[src/rtl/csms_pkg.sv]
`timescale 1ns / 1ps
// Package for the channel statistics block: widths, action codes, state
// codes, the stored entry and request layouts, and the millivolt scaling.
// No dependencies.
package csms_pkg;

    localparam int NUM_CHANNELS = 8;
    localparam int CH_BITS      = 3;
    localparam int ACTION_BITS  = 3;
    localparam int SAMPLE_BITS  = 10;
    localparam int COUNT_BITS   = 22;
    localparam int TOTAL_BITS   = 32;
    localparam int MV_BITS      = 13;
    localparam int MV_SCALE     = 5000;
    localparam int MV_SHIFT     = 10;
    localparam int PROD_BITS    = SAMPLE_BITS + MV_BITS;
    localparam int STEP_BITS    = $clog2(SAMPLE_BITS + 1);
    localparam int IN_BITS      = 16;
    localparam int OUT_BITS     = 112;

    localparam logic [COUNT_BITS-1:0] COUNT_MAX = '1;

    typedef enum logic [ACTION_BITS-1:0] {
        ACT_SAMPLE    = 3'd0,
        ACT_START     = 3'd1,
        ACT_STOP      = 3'd2,
        ACT_SHOW      = 3'd3,
        ACT_RESET_ALL = 3'd4
    } action_e;

    typedef enum logic [1:0] {
        S_IDLE,
        S_READ,
        S_DIV,
        S_FMT
    } state_e;

    // One channel's stored statistics
    typedef struct packed {
        logic [SAMPLE_BITS-1:0] low;
        logic [SAMPLE_BITS-1:0] high;
        logic [TOTAL_BITS-1:0]  total;
        logic [COUNT_BITS-1:0]  tally;
    } stats_entry_t;

    localparam stats_entry_t ENTRY_RESET = '{
        low:   '1,
        high:  '0,
        total: '0,
        tally: '0
    };

    // Input request, last field in the lowest bits
    typedef struct packed {
        logic [SAMPLE_BITS-1:0] sample;
        logic [CH_BITS-1:0]     channel;
        logic [ACTION_BITS-1:0] action;
    } in_req_t;

    // Result, last field in the lowest bits, padded to whole bytes
    typedef struct packed {
        logic [5:0]             pad;
        logic [MV_BITS-1:0]     mean_millivolts;
        logic [MV_BITS-1:0]     max_millivolts;
        logic [MV_BITS-1:0]     min_millivolts;
        logic [SAMPLE_BITS-1:0] spread;
        logic [SAMPLE_BITS-1:0] mean_value;
        logic [SAMPLE_BITS-1:0] max_value;
        logic [SAMPLE_BITS-1:0] min_value;
        logic [COUNT_BITS-1:0]  sample_count;
        logic                   has_data;
        logic                   is_active;
        logic [CH_BITS-1:0]     out_channel;
    } result_t;

    typedef struct packed {
        logic                  start;
        logic [TOTAL_BITS-1:0] dividend;
        logic [COUNT_BITS-1:0] divisor;
    } div_req_t;

    typedef struct packed {
        logic                   done;
        logic [SAMPLE_BITS-1:0] quotient;
    } div_rsp_t;

    // value * 5000 / 1024, truncated
    function automatic logic [MV_BITS-1:0] to_mv(input logic [SAMPLE_BITS-1:0] v);
        logic [PROD_BITS-1:0] p;
        p = PROD_BITS'(v) * PROD_BITS'(MV_SCALE);
        return MV_BITS'(p >> MV_SHIFT);
    endfunction

endpackage

[src/rtl/csms_ram.sv]
`timescale 1ns / 1ps
// Generic single-write, single-read RAM with a registered read port.
// No dependencies.
module csms_ram #(
    parameter int WIDTH     = 8,
    parameter int DEPTH     = 8,
    parameter int ADDR_BITS = $clog2(DEPTH)
) (
    input  logic                 clk,
    input  logic                 we,
    input  logic [ADDR_BITS-1:0] waddr,
    input  logic [WIDTH-1:0]     wdata,
    input  logic                 re,
    input  logic [ADDR_BITS-1:0] raddr,
    output logic [WIDTH-1:0]     rdata
);

    logic [WIDTH-1:0] mem_reg [DEPTH];
    logic [WIDTH-1:0] rdata_reg;

    always_ff @(posedge clk)
    begin
        if (we)
        begin
            mem_reg[waddr] <= wdata;
        end
        if (re)
        begin
            rdata_reg <= mem_reg[raddr];
        end
    end

    assign rdata = rdata_reg;

endmodule

[src/rtl/csms_div.sv]
`timescale 1ns / 1ps
// Restoring divider for the channel mean: one quotient bit per cycle.
// Depends on csms_pkg.
module csms_div
    import csms_pkg::*;
(
    input  logic     clk,
    input  logic     rst_n,
    input  div_req_t req,
    output div_rsp_t rsp
);

    logic                   busy_reg, busy_next;
    logic                   done_reg, done_next;
    logic [STEP_BITS-1:0]   step_reg, step_next;
    logic [COUNT_BITS-1:0]  rem_reg, rem_next;
    logic [SAMPLE_BITS-1:0] low_reg, low_next;
    logic [SAMPLE_BITS-1:0] quo_reg, quo_next;
    logic [COUNT_BITS-1:0]  dvs_reg, dvs_next;
    logic [COUNT_BITS:0]    trial;
    logic [COUNT_BITS:0]    diff;
    logic                   ge;

    // The mean never exceeds the largest sample, so the bits of the dividend
    // above SAMPLE_BITS form a partial remainder already below the divisor.
    assign trial = {rem_reg, low_reg[SAMPLE_BITS-1]};
    assign diff  = trial - {1'b0, dvs_reg};
    assign ge    = (trial >= {1'b0, dvs_reg});

    always_comb
    begin
        busy_next = busy_reg;
        done_next = 1'b0;
        step_next = step_reg;
        rem_next  = rem_reg;
        low_next  = low_reg;
        quo_next  = quo_reg;
        dvs_next  = dvs_reg;
        if (req.start)
        begin
            busy_next = 1'b1;
            step_next = STEP_BITS'(SAMPLE_BITS);
            rem_next  = COUNT_BITS'(req.dividend >> SAMPLE_BITS);
            low_next  = req.dividend[SAMPLE_BITS-1:0];
            dvs_next  = req.divisor;
        end
        else if (busy_reg)
        begin
            rem_next  = ge ? diff[COUNT_BITS-1:0] : trial[COUNT_BITS-1:0];
            low_next  = low_reg << 1;
            quo_next  = {quo_reg[SAMPLE_BITS-2:0], ge};
            step_next = step_reg - 1'b1;
            if (step_reg == STEP_BITS'(1))
            begin
                busy_next = 1'b0;
                done_next = 1'b1;
            end
        end
    end

    always_ff @(posedge clk or negedge rst_n)
    begin
        if (!rst_n)
        begin
            busy_reg <= 1'b0;
            done_reg <= 1'b0;
            step_reg <= '0;
        end
        else
        begin
            busy_reg <= busy_next;
            done_reg <= done_next;
            step_reg <= step_next;
        end
    end

    always_ff @(posedge clk)
    begin
        rem_reg <= rem_next;
        low_reg <= low_next;
        quo_reg <= quo_next;
        dvs_reg <= dvs_next;
    end

    assign rsp.done     = done_reg;
    assign rsp.quotient = quo_reg;

`ifndef SYNTHESIS
    a_no_restart: assert property (@(posedge clk) disable iff (!rst_n)
        req.start |-> !busy_reg)
        else $error("divider restarted while busy");
`endif

endmodule

[src/rtl/channel_min_max_mean_stats_top.sv]
`timescale 1ns / 1ps
// Per-channel minimum / maximum / mean statistics engine, top level.
// Depends on csms_pkg, csms_ram and csms_div.
//
// Usage:
//   Requests arrive on the s_axis channel: action, channel and a 10-bit
//   sample packed in s_axis_tdata. Every request returns exactly one result
//   on m_axis: the addressed channel's count, min, max, mean, spread and the
//   three millivolt values, as they stand after the action.
//   Statistics live in an 8-entry RAM (one entry per channel) with a
//   registered read; each request reads its entry, modifies and writes it
//   back before the next request is taken, so accesses never overlap.
//   The mean comes from a bit-serial divider, one quotient bit per cycle.
// Request flow:
//   A channel holding samples goes from the read state through the
//   divider to the formatting state; a channel with no samples skips the
//   divider and goes from read straight to formatting. The next request
//   is taken only after the result is loaded and the block is idle again.
// Reset:
//   rst_n clears the per-entry valid bits and the active flags at once; an
//   entry not valid reads as cleared (min all ones, the rest zero). Reset-all
//   requests clear them the same way. No clearing pass is needed.
// Back-pressure:
//   The result sits in an output register; the next request is accepted
//   while it waits. A finished result that meets a full, stalled output
//   register holds in the formatting state until m_axis_tready frees it.
module channel_min_max_mean_stats_top
    import csms_pkg::*;
(
    input  logic                clk,
    input  logic                rst_n,
    input  logic                s_axis_tvalid,
    output logic                s_axis_tready,
    // [2:0] action, [5:3] channel, [15:6] sample
    input  logic [IN_BITS-1:0]  s_axis_tdata,
    output logic                m_axis_tvalid,
    input  logic                m_axis_tready,
    // [2:0] out_channel, [3] is_active, [4] has_data, [26:5] sample_count,
    // [36:27] min_value, [46:37] max_value, [56:47] mean_value,
    // [66:57] spread, [79:67] min_millivolts, [92:80] max_millivolts,
    // [105:93] mean_millivolts, [111:106] zero
    output logic [OUT_BITS-1:0] m_axis_tdata
);

    state_e                  state_reg, state_next;
    in_req_t                 in_req;
    logic                    accept;

    action_e                 action_reg;
    logic [CH_BITS-1:0]      ch_reg;
    logic [SAMPLE_BITS-1:0]  smp_reg;

    logic [NUM_CHANNELS-1:0] valid_reg, valid_next;
    logic [NUM_CHANNELS-1:0] active_reg, active_next;

    stats_entry_t            ram_rdata;
    stats_entry_t            cur;
    stats_entry_t            upd;
    logic                    cur_active;
    logic                    upd_active;
    logic                    ram_we;
    logic [TOTAL_BITS:0]     sum_wide;
    logic                    can_count;

    stats_entry_t            stat_reg;
    logic                    stat_active_reg;
    logic [SAMPLE_BITS-1:0]  mean_reg;

    div_req_t                div_req;
    div_rsp_t                div_rsp;

    result_t                 res;
    result_t                 out_res_reg;
    logic                    out_valid_reg, out_valid_next;
    logic                    load;

    assign in_req = in_req_t'(s_axis_tdata);
    assign accept = s_axis_tvalid && s_axis_tready;

    // Hold the accepted request's fields for the read-modify-write
    always_ff @(posedge clk)
    begin
        if (accept)
        begin
            action_reg <= action_e'(in_req.action);
            ch_reg     <= in_req.channel;
            smp_reg    <= in_req.sample;
        end
    end

    csms_ram #(
        .WIDTH ($bits(stats_entry_t)),
        .DEPTH (NUM_CHANNELS)
    ) u_stats_ram (
        .clk   (clk),
        .we    (ram_we),
        .waddr (ch_reg),
        .wdata (upd),
        .re    (accept),
        .raddr (in_req.channel),
        .rdata (ram_rdata)
    );

    // Modify: merge the read entry with the action. An entry never written
    // since the last clear reads as the cleared value.
    always_comb
    begin
        if (valid_reg[ch_reg] && action_reg != ACT_RESET_ALL)
        begin
            cur = ram_rdata;
        end
        else
        begin
            cur = ENTRY_RESET;
        end
        cur_active = active_reg[ch_reg] && (action_reg != ACT_RESET_ALL);

        sum_wide  = {1'b0, cur.total} + (TOTAL_BITS + 1)'(smp_reg);
        can_count = (cur.tally != COUNT_MAX) && !sum_wide[TOTAL_BITS];

        upd        = cur;
        upd_active = cur_active;
        ram_we     = 1'b0;
        case (action_reg)
            ACT_SAMPLE:
            begin
                if (cur_active)
                begin
                    if (smp_reg < cur.low)
                    begin
                        upd.low = smp_reg;
                    end
                    if (smp_reg > cur.high)
                    begin
                        upd.high = smp_reg;
                    end
                    // Saturated: hold sum and count, marks still move
                    if (can_count)
                    begin
                        upd.total = sum_wide[TOTAL_BITS-1:0];
                        upd.tally = cur.tally + 1'b1;
                    end
                    ram_we = (state_reg == S_READ);
                end
            end
            ACT_START:
            begin
                upd        = ENTRY_RESET;
                upd_active = 1'b1;
                ram_we     = (state_reg == S_READ);
            end
            ACT_STOP:
            begin
                upd_active = 1'b0;
            end
            default:
            begin
                upd_active = cur_active;
            end
        endcase
    end

    // Valid bits and active flags: reset-all drops every channel at once
    always_comb
    begin
        valid_next  = valid_reg;
        active_next = active_reg;
        if (state_reg == S_READ)
        begin
            if (action_reg == ACT_RESET_ALL)
            begin
                valid_next  = '0;
                active_next = '0;
            end
            else
            begin
                active_next[ch_reg] = upd_active;
                if (ram_we)
                begin
                    valid_next[ch_reg] = 1'b1;
                end
            end
        end
    end

    always_ff @(posedge clk or negedge rst_n)
    begin
        if (!rst_n)
        begin
            valid_reg  <= '0;
            active_reg <= '0;
        end
        else
        begin
            valid_reg  <= valid_next;
            active_reg <= active_next;
        end
    end

    // Keep the updated entry for reporting; latch the mean when it arrives
    always_ff @(posedge clk)
    begin
        if (state_reg == S_READ)
        begin
            stat_reg        <= upd;
            stat_active_reg <= upd_active;
            mean_reg        <= '0;
        end
        else if (state_reg == S_DIV && div_rsp.done)
        begin
            mean_reg <= div_rsp.quotient;
        end
    end

    csms_div u_div (
        .clk   (clk),
        .rst_n (rst_n),
        .req   (div_req),
        .rsp   (div_rsp)
    );

    // Next state
    always_comb
    begin
        state_next = state_reg;
        unique case (state_reg)
            S_IDLE:
            begin
                if (accept)
                begin
                    state_next = S_READ;
                end
            end
            S_READ:
            begin
                state_next = (upd.tally != '0) ? S_DIV : S_FMT;
            end
            S_DIV:
            begin
                if (div_rsp.done)
                begin
                    state_next = S_FMT;
                end
            end
            S_FMT:
            begin
                if (load)
                begin
                    state_next = S_IDLE;
                end
            end
            default:
            begin
                state_next = S_IDLE;
            end
        endcase
    end

    // State outputs
    always_comb
    begin
        s_axis_tready    = 1'b0;
        div_req.start    = 1'b0;
        div_req.dividend = upd.total;
        div_req.divisor  = upd.tally;
        load             = 1'b0;
        unique case (state_reg)
            S_IDLE:
            begin
                s_axis_tready = 1'b1;
            end
            S_READ:
            begin
                div_req.start = (upd.tally != '0);
            end
            S_DIV:
            begin
                load = 1'b0;
            end
            S_FMT:
            begin
                load = !out_valid_reg || m_axis_tready;
            end
            default:
            begin
                load = 1'b0;
            end
        endcase
    end

    always_ff @(posedge clk or negedge rst_n)
    begin
        if (!rst_n)
        begin
            state_reg <= S_IDLE;
        end
        else
        begin
            state_reg <= state_next;
        end
    end

    // Format the result; fields other than channel, active flag and count read zero with no data
    always_comb
    begin
        res              = '0;
        res.out_channel  = ch_reg;
        res.is_active    = stat_active_reg;
        res.sample_count = stat_reg.tally;
        if (stat_reg.tally != '0)
        begin
            res.has_data        = 1'b1;
            res.min_value       = stat_reg.low;
            res.max_value       = stat_reg.high;
            res.mean_value      = mean_reg;
            res.spread          = (stat_reg.high >= stat_reg.low) ?
                                  stat_reg.high - stat_reg.low : '0;
            res.min_millivolts  = to_mv(stat_reg.low);
            res.max_millivolts  = to_mv(stat_reg.high);
            res.mean_millivolts = to_mv(mean_reg);
        end
    end

    // Output register: load a new result, drop it once taken
    always_comb
    begin
        out_valid_next = out_valid_reg;
        if (load)
        begin
            out_valid_next = 1'b1;
        end
        else if (m_axis_tready)
        begin
            out_valid_next = 1'b0;
        end
    end

    always_ff @(posedge clk or negedge rst_n)
    begin
        if (!rst_n)
        begin
            out_valid_reg <= 1'b0;
        end
        else
        begin
            out_valid_reg <= out_valid_next;
        end
    end

    always_ff @(posedge clk)
    begin
        if (load)
        begin
            out_res_reg <= res;
        end
    end

    assign m_axis_tvalid = out_valid_reg;
    assign m_axis_tdata  = out_res_reg;

`ifndef SYNTHESIS
    a_accept_reads: assert property (@(posedge clk) disable iff (!rst_n)
        accept |=> state_reg == S_READ)
        else $error("accepted request did not move to the read state");

    a_write_in_read: assert property (@(posedge clk) disable iff (!rst_n)
        ram_we |-> state_reg == S_READ)
        else $error("statistics RAM written outside the read state");

    a_done_waited: assert property (@(posedge clk) disable iff (!rst_n)
        div_rsp.done |-> state_reg == S_DIV)
        else $error("divider finished with no request waiting");

    a_mean_bounds: assert property (@(posedge clk) disable iff (!rst_n)
        (out_valid_reg && out_res_reg.has_data) |->
            (out_res_reg.mean_value >= out_res_reg.min_value &&
             out_res_reg.mean_value <= out_res_reg.max_value))
        else $error("reported mean lies outside min and max");
`endif

endmodule

[config.mk]
export PLATFORM = sky130hd
export DESIGN_NAME = channel_min_max_mean_stats_top
export DESIGN_NICKNAME = d
export VERILOG_FILES = /design/src/rtl/csms_pkg.sv /design/src/rtl/csms_ram.sv /design/src/rtl/csms_div.sv /design/src/rtl/channel_min_max_mean_stats_top.sv
export SDC_FILE = /design/constraint.sdc
export NUM_CORES = 1
export LEC_CHECK = 0
export ABC_AREA = 1
export BUFFER_PORTS_ARGS = -buffer_cell sky130_fd_sc_hd__buf_2
export CORE_MARGIN = 2
export CORE_UTILIZATION = 35
export DETAILED_ROUTE_END_ITERATION = 16
export GPL_ROUTABILITY_DRIVEN = 0
export PLACE_DENSITY_LB_ADDON = 0.1
export SKIP_LAST_GASP = 1
export SLEW_MARGIN = 20
export SYNTH_ARGS = -nofsm -noshare
export SYNTH_HDL_FRONTEND = slang
export SYNTH_HIERARCHICAL = 1
export SYNTH_SLANG_ARGS = --single-unit
[constraint.sdc]
create_clock -name clk -period 14.46 [get_ports clk]
set_input_delay 0.723 -clock clk [delete_from_list [all_inputs] [get_ports clk]]
set_output_delay 0.723 -clock clk [all_outputs]
set_load 0.03 [all_outputs]
Yosys cells after proc, flatten, opt, wreduce, memory -nomap -nowiden
Memory sizes are Yosys's and may differ from the RTL's. A register that Yosys moved wholly into a read port is not among the register bits.
Index checks and enable logic that the tools add are counted.
{"block": "op_classes", "addsub": 5, "multipliers": 3, "magnitude_cmp": 6, "eq_ne": 12, "muxes": 45, "bitwise": 2, "reduce_logical": 20}
{"op": "$mux W74", "count": 2}
{"op": "$pmux W74 S2", "count": 1}
{"op": "$mux W22", "count": 3}
{"op": "$mul A10 B10 Y20 const B", "count": 3}
{"op": "$mux W54", "count": 1}
{"op": "$reduce_bool A22 Y1", "count": 2}
{"op": "$mux W10", "count": 4}
{"op": "$add A32 B10 Y33", "count": 1}
{"op": "$mux W8", "count": 3}
{"op": "$ge A23 B22 Y1", "count": 1}
{"op": "$add A22 B1 Y22 const B", "count": 1}
{"op": "$ne A22 B22 Y1 const B", "count": 1}
{"op": "$sub A22 B22 Y22", "count": 1}
{"op": "$mux W1", "count": 19}
{"op": "$ge A10 B10 Y1", "count": 1}
{"op": "$gt A10 B10 Y1", "count": 1}
{"op": "$lt A10 B10 Y1", "count": 1}
{"op": "$sub A10 B10 Y10", "count": 1}
{"op": "$bwmux W8", "count": 1}
{"op": "$mux W4", "count": 2}
{"op": "$or A8 B8 Y8", "count": 1}
{"op": "$pmux W2 S4", "count": 1}
{"op": "$bmux W1 S3", "count": 2}
{"op": "$logic_and A1 B1 Y1", "count": 6}
{"op": "other kinds (23)", "count": 33}
{"block": "word_totals", "reg_bits": 264, "ramBits": 592, "inputBits": 20, "out_inout_bits": 114, "mem_count": 1}
{"name": "u_stats_ram.mem_reg", "depth": 8, "word_bits": 74, "rd": 1, "rd_clocked_by_memory_dff": 1, "wr": 1, "line_no": "csms_ram.sv:18", "source": "logic [WIDTH-1:0] mem_reg [DEPTH];"}

Logic depth before layout (Yosys ltp)
{"block": "logic_depth", "ltp_word": 14, "ltp_mapped": 42, "mapped_depth_nobuf": 38}

Hierarchy
Netlist, hierarchy kept.
{"module": "csms_ram", "instances": 1, "cells_each": 2650, "area_per_inst_um2": 28040.6, "seq_area_each_um2": 19999.2}
{"module": "channel_min_max_mean_stats_top", "instances": 1, "cells_each": 1781, "area_per_inst_um2": 15219.6, "seq_area_each_um2": 5630.4}
{"module": "csms_div", "instances": 1, "cells_each": 592, "area_per_inst_um2": 4703.3, "seq_area_each_um2": 2072.0}

Worst setup path before layout
OpenSTA, ideal clock, no wires.
{"block": "synth_timing", "path_kind": "input-to-reg", "from": "in m_axis_tready", "to": "reg out_res_reg, in the netlist m_axis_tdata[0], enable pin", "setup_ns": 0.606, "t_arrival_ns": 5.848, "required_ns": 13.854, "path_slack_ns": 8.006, "stages": 2, "cell_sequence": "inv_1 > a21oi_1"}
{"block": "synth_via", "elab_chain_cells": 2}
{"item": "from (decl)", "line_no": "channel_min_max_mean_stats_top.sv:37", "source": "input logic m_axis_tready,"}
{"item": "$logic_or A1 B1 Y1", "line_no": "channel_min_max_mean_stats_top.sv:282", "source": "load = !out_valid_reg || m_axis_tready;"}
{"item": "$mux W1", "line_no": "channel_min_max_mean_stats_top.sv:267", "source": "unique case (state_reg)"}
{"item": "via load", "line_no": "channel_min_max_mean_stats_top.sv:75", "source": "logic load;"}
{"item": "to (signal assigned)", "line_no": "channel_min_max_mean_stats_top.sv:354", "source": "out_res_reg <= res;"}
{"item": "to (decl)", "line_no": "channel_min_max_mean_stats_top.sv:73", "source": "result_t out_res_reg;"}
The timed path passes the listed nets, and every way through them passes these cells.
A chain may end at the register's enable or synchronous reset.

==> summary.md <==
| Metric | Value |
|---|---|
| Overflow after GRT | `0` |
| Post-Layout Inst Area | `53,900 sq um` |
| Detailed Place HPWL | `84,200 microns` |
| CTS Buffer Depth | `3` |
| Worst path max stage delay | `0.61 ns` |
| Drt first pass iters | `5` |
| Fin crit share | `0.440` |
| Outcome | `completed` |
| WP depth | `28` |
| WS Path Type | `reg2reg` |
| Num ports | `134` |
| FF-to-FF Start | `ch_reg[1]` |
| Delay-heaviest family, CP | `simple AND/OR/NAND/NOR gates` |
| FMAX | `0.157 GHz` |
| DRC viols | `0` |
| Hold Path Class | `in2async` |
| Port Buf Inserts | `127` |
| RSZ-0062 raised after global routing | `no` |
| Maximum VDD drop | `91.1 uV` |
| Register area | `27,700 sq um` |
| Final setup violation count | `0` |
| Cts bufs inserted | `107` |
| Area taken by multi-input logic gates | `15,400 sq um` |
| Yosys cell types | `63` |
| CP startpoint | `ch_reg[1]` |
| Synth Warn # | `6` |
| Buf/Inv on CP | `6` |
| Core box area | `136,000 sq um` |
| PD cells | `106 nW/um^2` |
| Post-route clock skew | `0.0420 ns` |
| Area Overhead vs Synth | `12.5%` |
| R2R cell count | `28` |
| CP Capture Type | `flip-flop` |
| Max-slew violations | `0` |
| Sequential area share after synthesis | `0.578` |
| Post-synth EDFFs | `895` |
| Slew Limit Headroom | `0.213` |
| Initial antenna violation count | `14` |
| Max FFs per register | `592` |
| Crit path max fanout | `58` |
| R2r setup slk | `8.10 ns` |
| Static Leak | `0.0253 uW` |
| Flops & latches, synth | `930` |
| Cell count after synthesis | `5,023` |
| H-tree depth | `3` |
| CTS Root Cell | `clkbuf_16` |
| Pint | `4500 uW` |
| Floorplan row count | `135` |
| Clock transition at path regs | `0.06 ns` |
| Die ar. | `140,000 sq um` |
| Sum Neg Setup Slack | `0 ns` |
| Starting Density | `0.353` |
| Combinational group share of total power | `0.025` |
| Via count | `33,000` |
| Worst-skew pair later-pin latency | `0.73 ns` |
| Critical-path top delay cell | `buf_4` |
| Clock share of power | `0.465` |
| Crit path launch type | `flip-flop` |
| Psw | `1210 uW` |
| Syn_area_per_cell | `9.55 sq um` |
| Post-CTS setup buffers | `0` |
| Final core utilization | `0.397` |
| Worst endpoint required time | `14.80 ns` |
| Post-CTS Resized | `0` |
| Gr usage total | `0.193` |
| RR Endpoint | `u_div/rem_reg[10]` |
| Routed vias/inst | `4.70` |
| Chip width | `374 microns` |
| Vias in the first global route | `31,500` |
| Flop pwr share | `0.510` |
| Post-route ant nets | `0` |
| Die Ht | `374 microns` |
| Period minus WS final | `6.36 ns` |
| Cts hold-fix bufs | `0` |
| First-pass GRT wire length | `203,000 microns` |
| Wire length reported by the detailed router | `136,000 microns` |
| Largest net degree at the start of global routing | `157` |
| Async S/R FF share, synth | `0.0269` |
| Post-DP Area | `50,500 sq um` |
| Detailed Route Iter0 Violations | `2,453` |
| Maxcap violations | `0` |
| Worst Tran Pin Value | `1.18 ns` |
| TritonCTS clock tree | `done` |
| Sw Share | `0.212` |
| CP Data Arrival Time | `6.71 ns` |
| Final hold viol count | `0` |
| Post-Syn Area | `48,000 sq um` |
| Main synth FF type | `edfxtp_1` |
| Clk sinks | `930` |
| Nets@finish | `5,445` |
| Drt wl/cell | `19.3 microns` |
| Share of cells above drive strength 1 | `0.0868` |
| Fillers | `13,500` |
-- worst register-to-register path, delay by kind of cell (launching register included) --
family / cells / cell delay [ns]
and+or+nand+nor: 20 / 3.22
buffers and inverters: 6 / 1.83
DFF: 1 / 0.57
adders and majority gates: 1 / 0.22
AOI/OAI and AO/OA: 1 / 0.14
-- cells in the final DEF, fill, tap and decap left out, types with 17 or more instances in the layout --
cell type / instances
buf_2: 124
clkbuf_16: 109
nand3b_1: 31
nand4_1: 33
ha_1: 216
nor2_1: 213
a21oi_1: 104
nand2_1: 1464
nor2_4: 26
buf_4: 57
nor3_1: 47
clkbuf_1: 33
inv_1: 1042
inv_2: 22
edfxtp_1: 895
fa_1: 50
clkinv_1: 17
o21ai_0: 69
nand3_1: 404
dfrtp_1: 25
-- kinds of logic after synthesis --
kind of cell | after synthesis | share of synthesized area
and+or+nand+nor | 2304 | 0.206
xor gates and xnor gates | 26 | 0.00475
DFF | 930 | 0.578
AOI/OAI and AO/OA | 257 | 0.0299
adders and majority gates | 267 | 0.0775
other | 1 | 0.0000782
buffers and inverters | 1238 | 0.104
-- through the flow --
step,total power [uW],setup slack (ns),std cells,hold WS [ns]
after floorplan,3070,8.01,5028,0.400
after global placement,3110,8.17,6830,0.431
after detailed placement,3110,8.09,6830,0.427
after CTS,5800,8.06,7021,0.0344
after global routing,5910,7.39,7021,0.0822
final,5720,8.10,7022,0.0712
-- routing by layer --
metal,vias to the layer above,share of wire,GRT usage
li1,16300,-,-
met1,15800,0.47,0.268
met2,709,0.46,0.315
met3,174,0.046,0.0260
met4,0,0.024,0.0552
met5,-,0,0
-- layout make-up --
class | count | area share
diodes | 1 | 0.0000464
repair buffers | 185 | 0.0207
flip-flops and latches | 930 | 0.514
multi-input cells | 2860 | 0.286
inverters | 1074 | 0.0751
clock buffers | 145 | 0.0536
well taps | 1781 | 0.0413
clock inverters | 46 | 0.00935
-- cell usage after synthesis (7+ instances only) --
cell type	n	area share
a21oi_1	108	0.011
buf_2	65	0.0068
buf_4	35	0.0055
buf_6	16	0.0038
clkbuf_1	42	0.0033
dfrtp_1	25	0.013
dfxtp_1	10	0.0042
edfxtp_1	895	0.56
fa_1	50	0.021
ha_1	217	0.057
inv_1	1044	0.082
inv_2	23	0.0018
nand2_1	1464	0.11
nand2_2	16	0.0021
nand3_1	405	0.042
nand3b_1	31	0.0049
nand4_1	33	0.0043
nor2_1	221	0.017
nor2_2	14	0.0018
nor2_4	18	0.0042
nor3_1	52	0.0054
nor4_1	14	0.0018
o21a_1	7	0.0011
o21ai_0	75	0.0078
o21ai_1	9	0.00094
o21bai_1	8	0.0013
o22ai_1	18	0.0023
xnor2_1	13	0.0024
xor2_1	13	0.0024
-- how the worst max path moves through the flow --
stage	endpoint	slack (ns)
global placement	u_div/rem_reg[10]	8.17
CTS	u_div/rem_reg[10]	8.06
floorplan	m_axis_tdata[0]	8.01
finish	u_div/rem_reg[10]	8.10
detailed placement	u_div/rem_reg[11]	8.09
global route	u_div/rem_reg[13]	7.39
-- power groups by stage --
stage / clock network [uW] / logic [uW] / registers (uW)
after global placement: 0 / 144 / 2970
after floorplan: 0 / 98.7 / 2970
after global routing: 2840 / 158 / 2910
after detailed placement: 0 / 143 / 2970
after CTS: 2740 / 144 / 2910
final: 2660 / 142 / 2910
(Power assumes the default switching activity.)
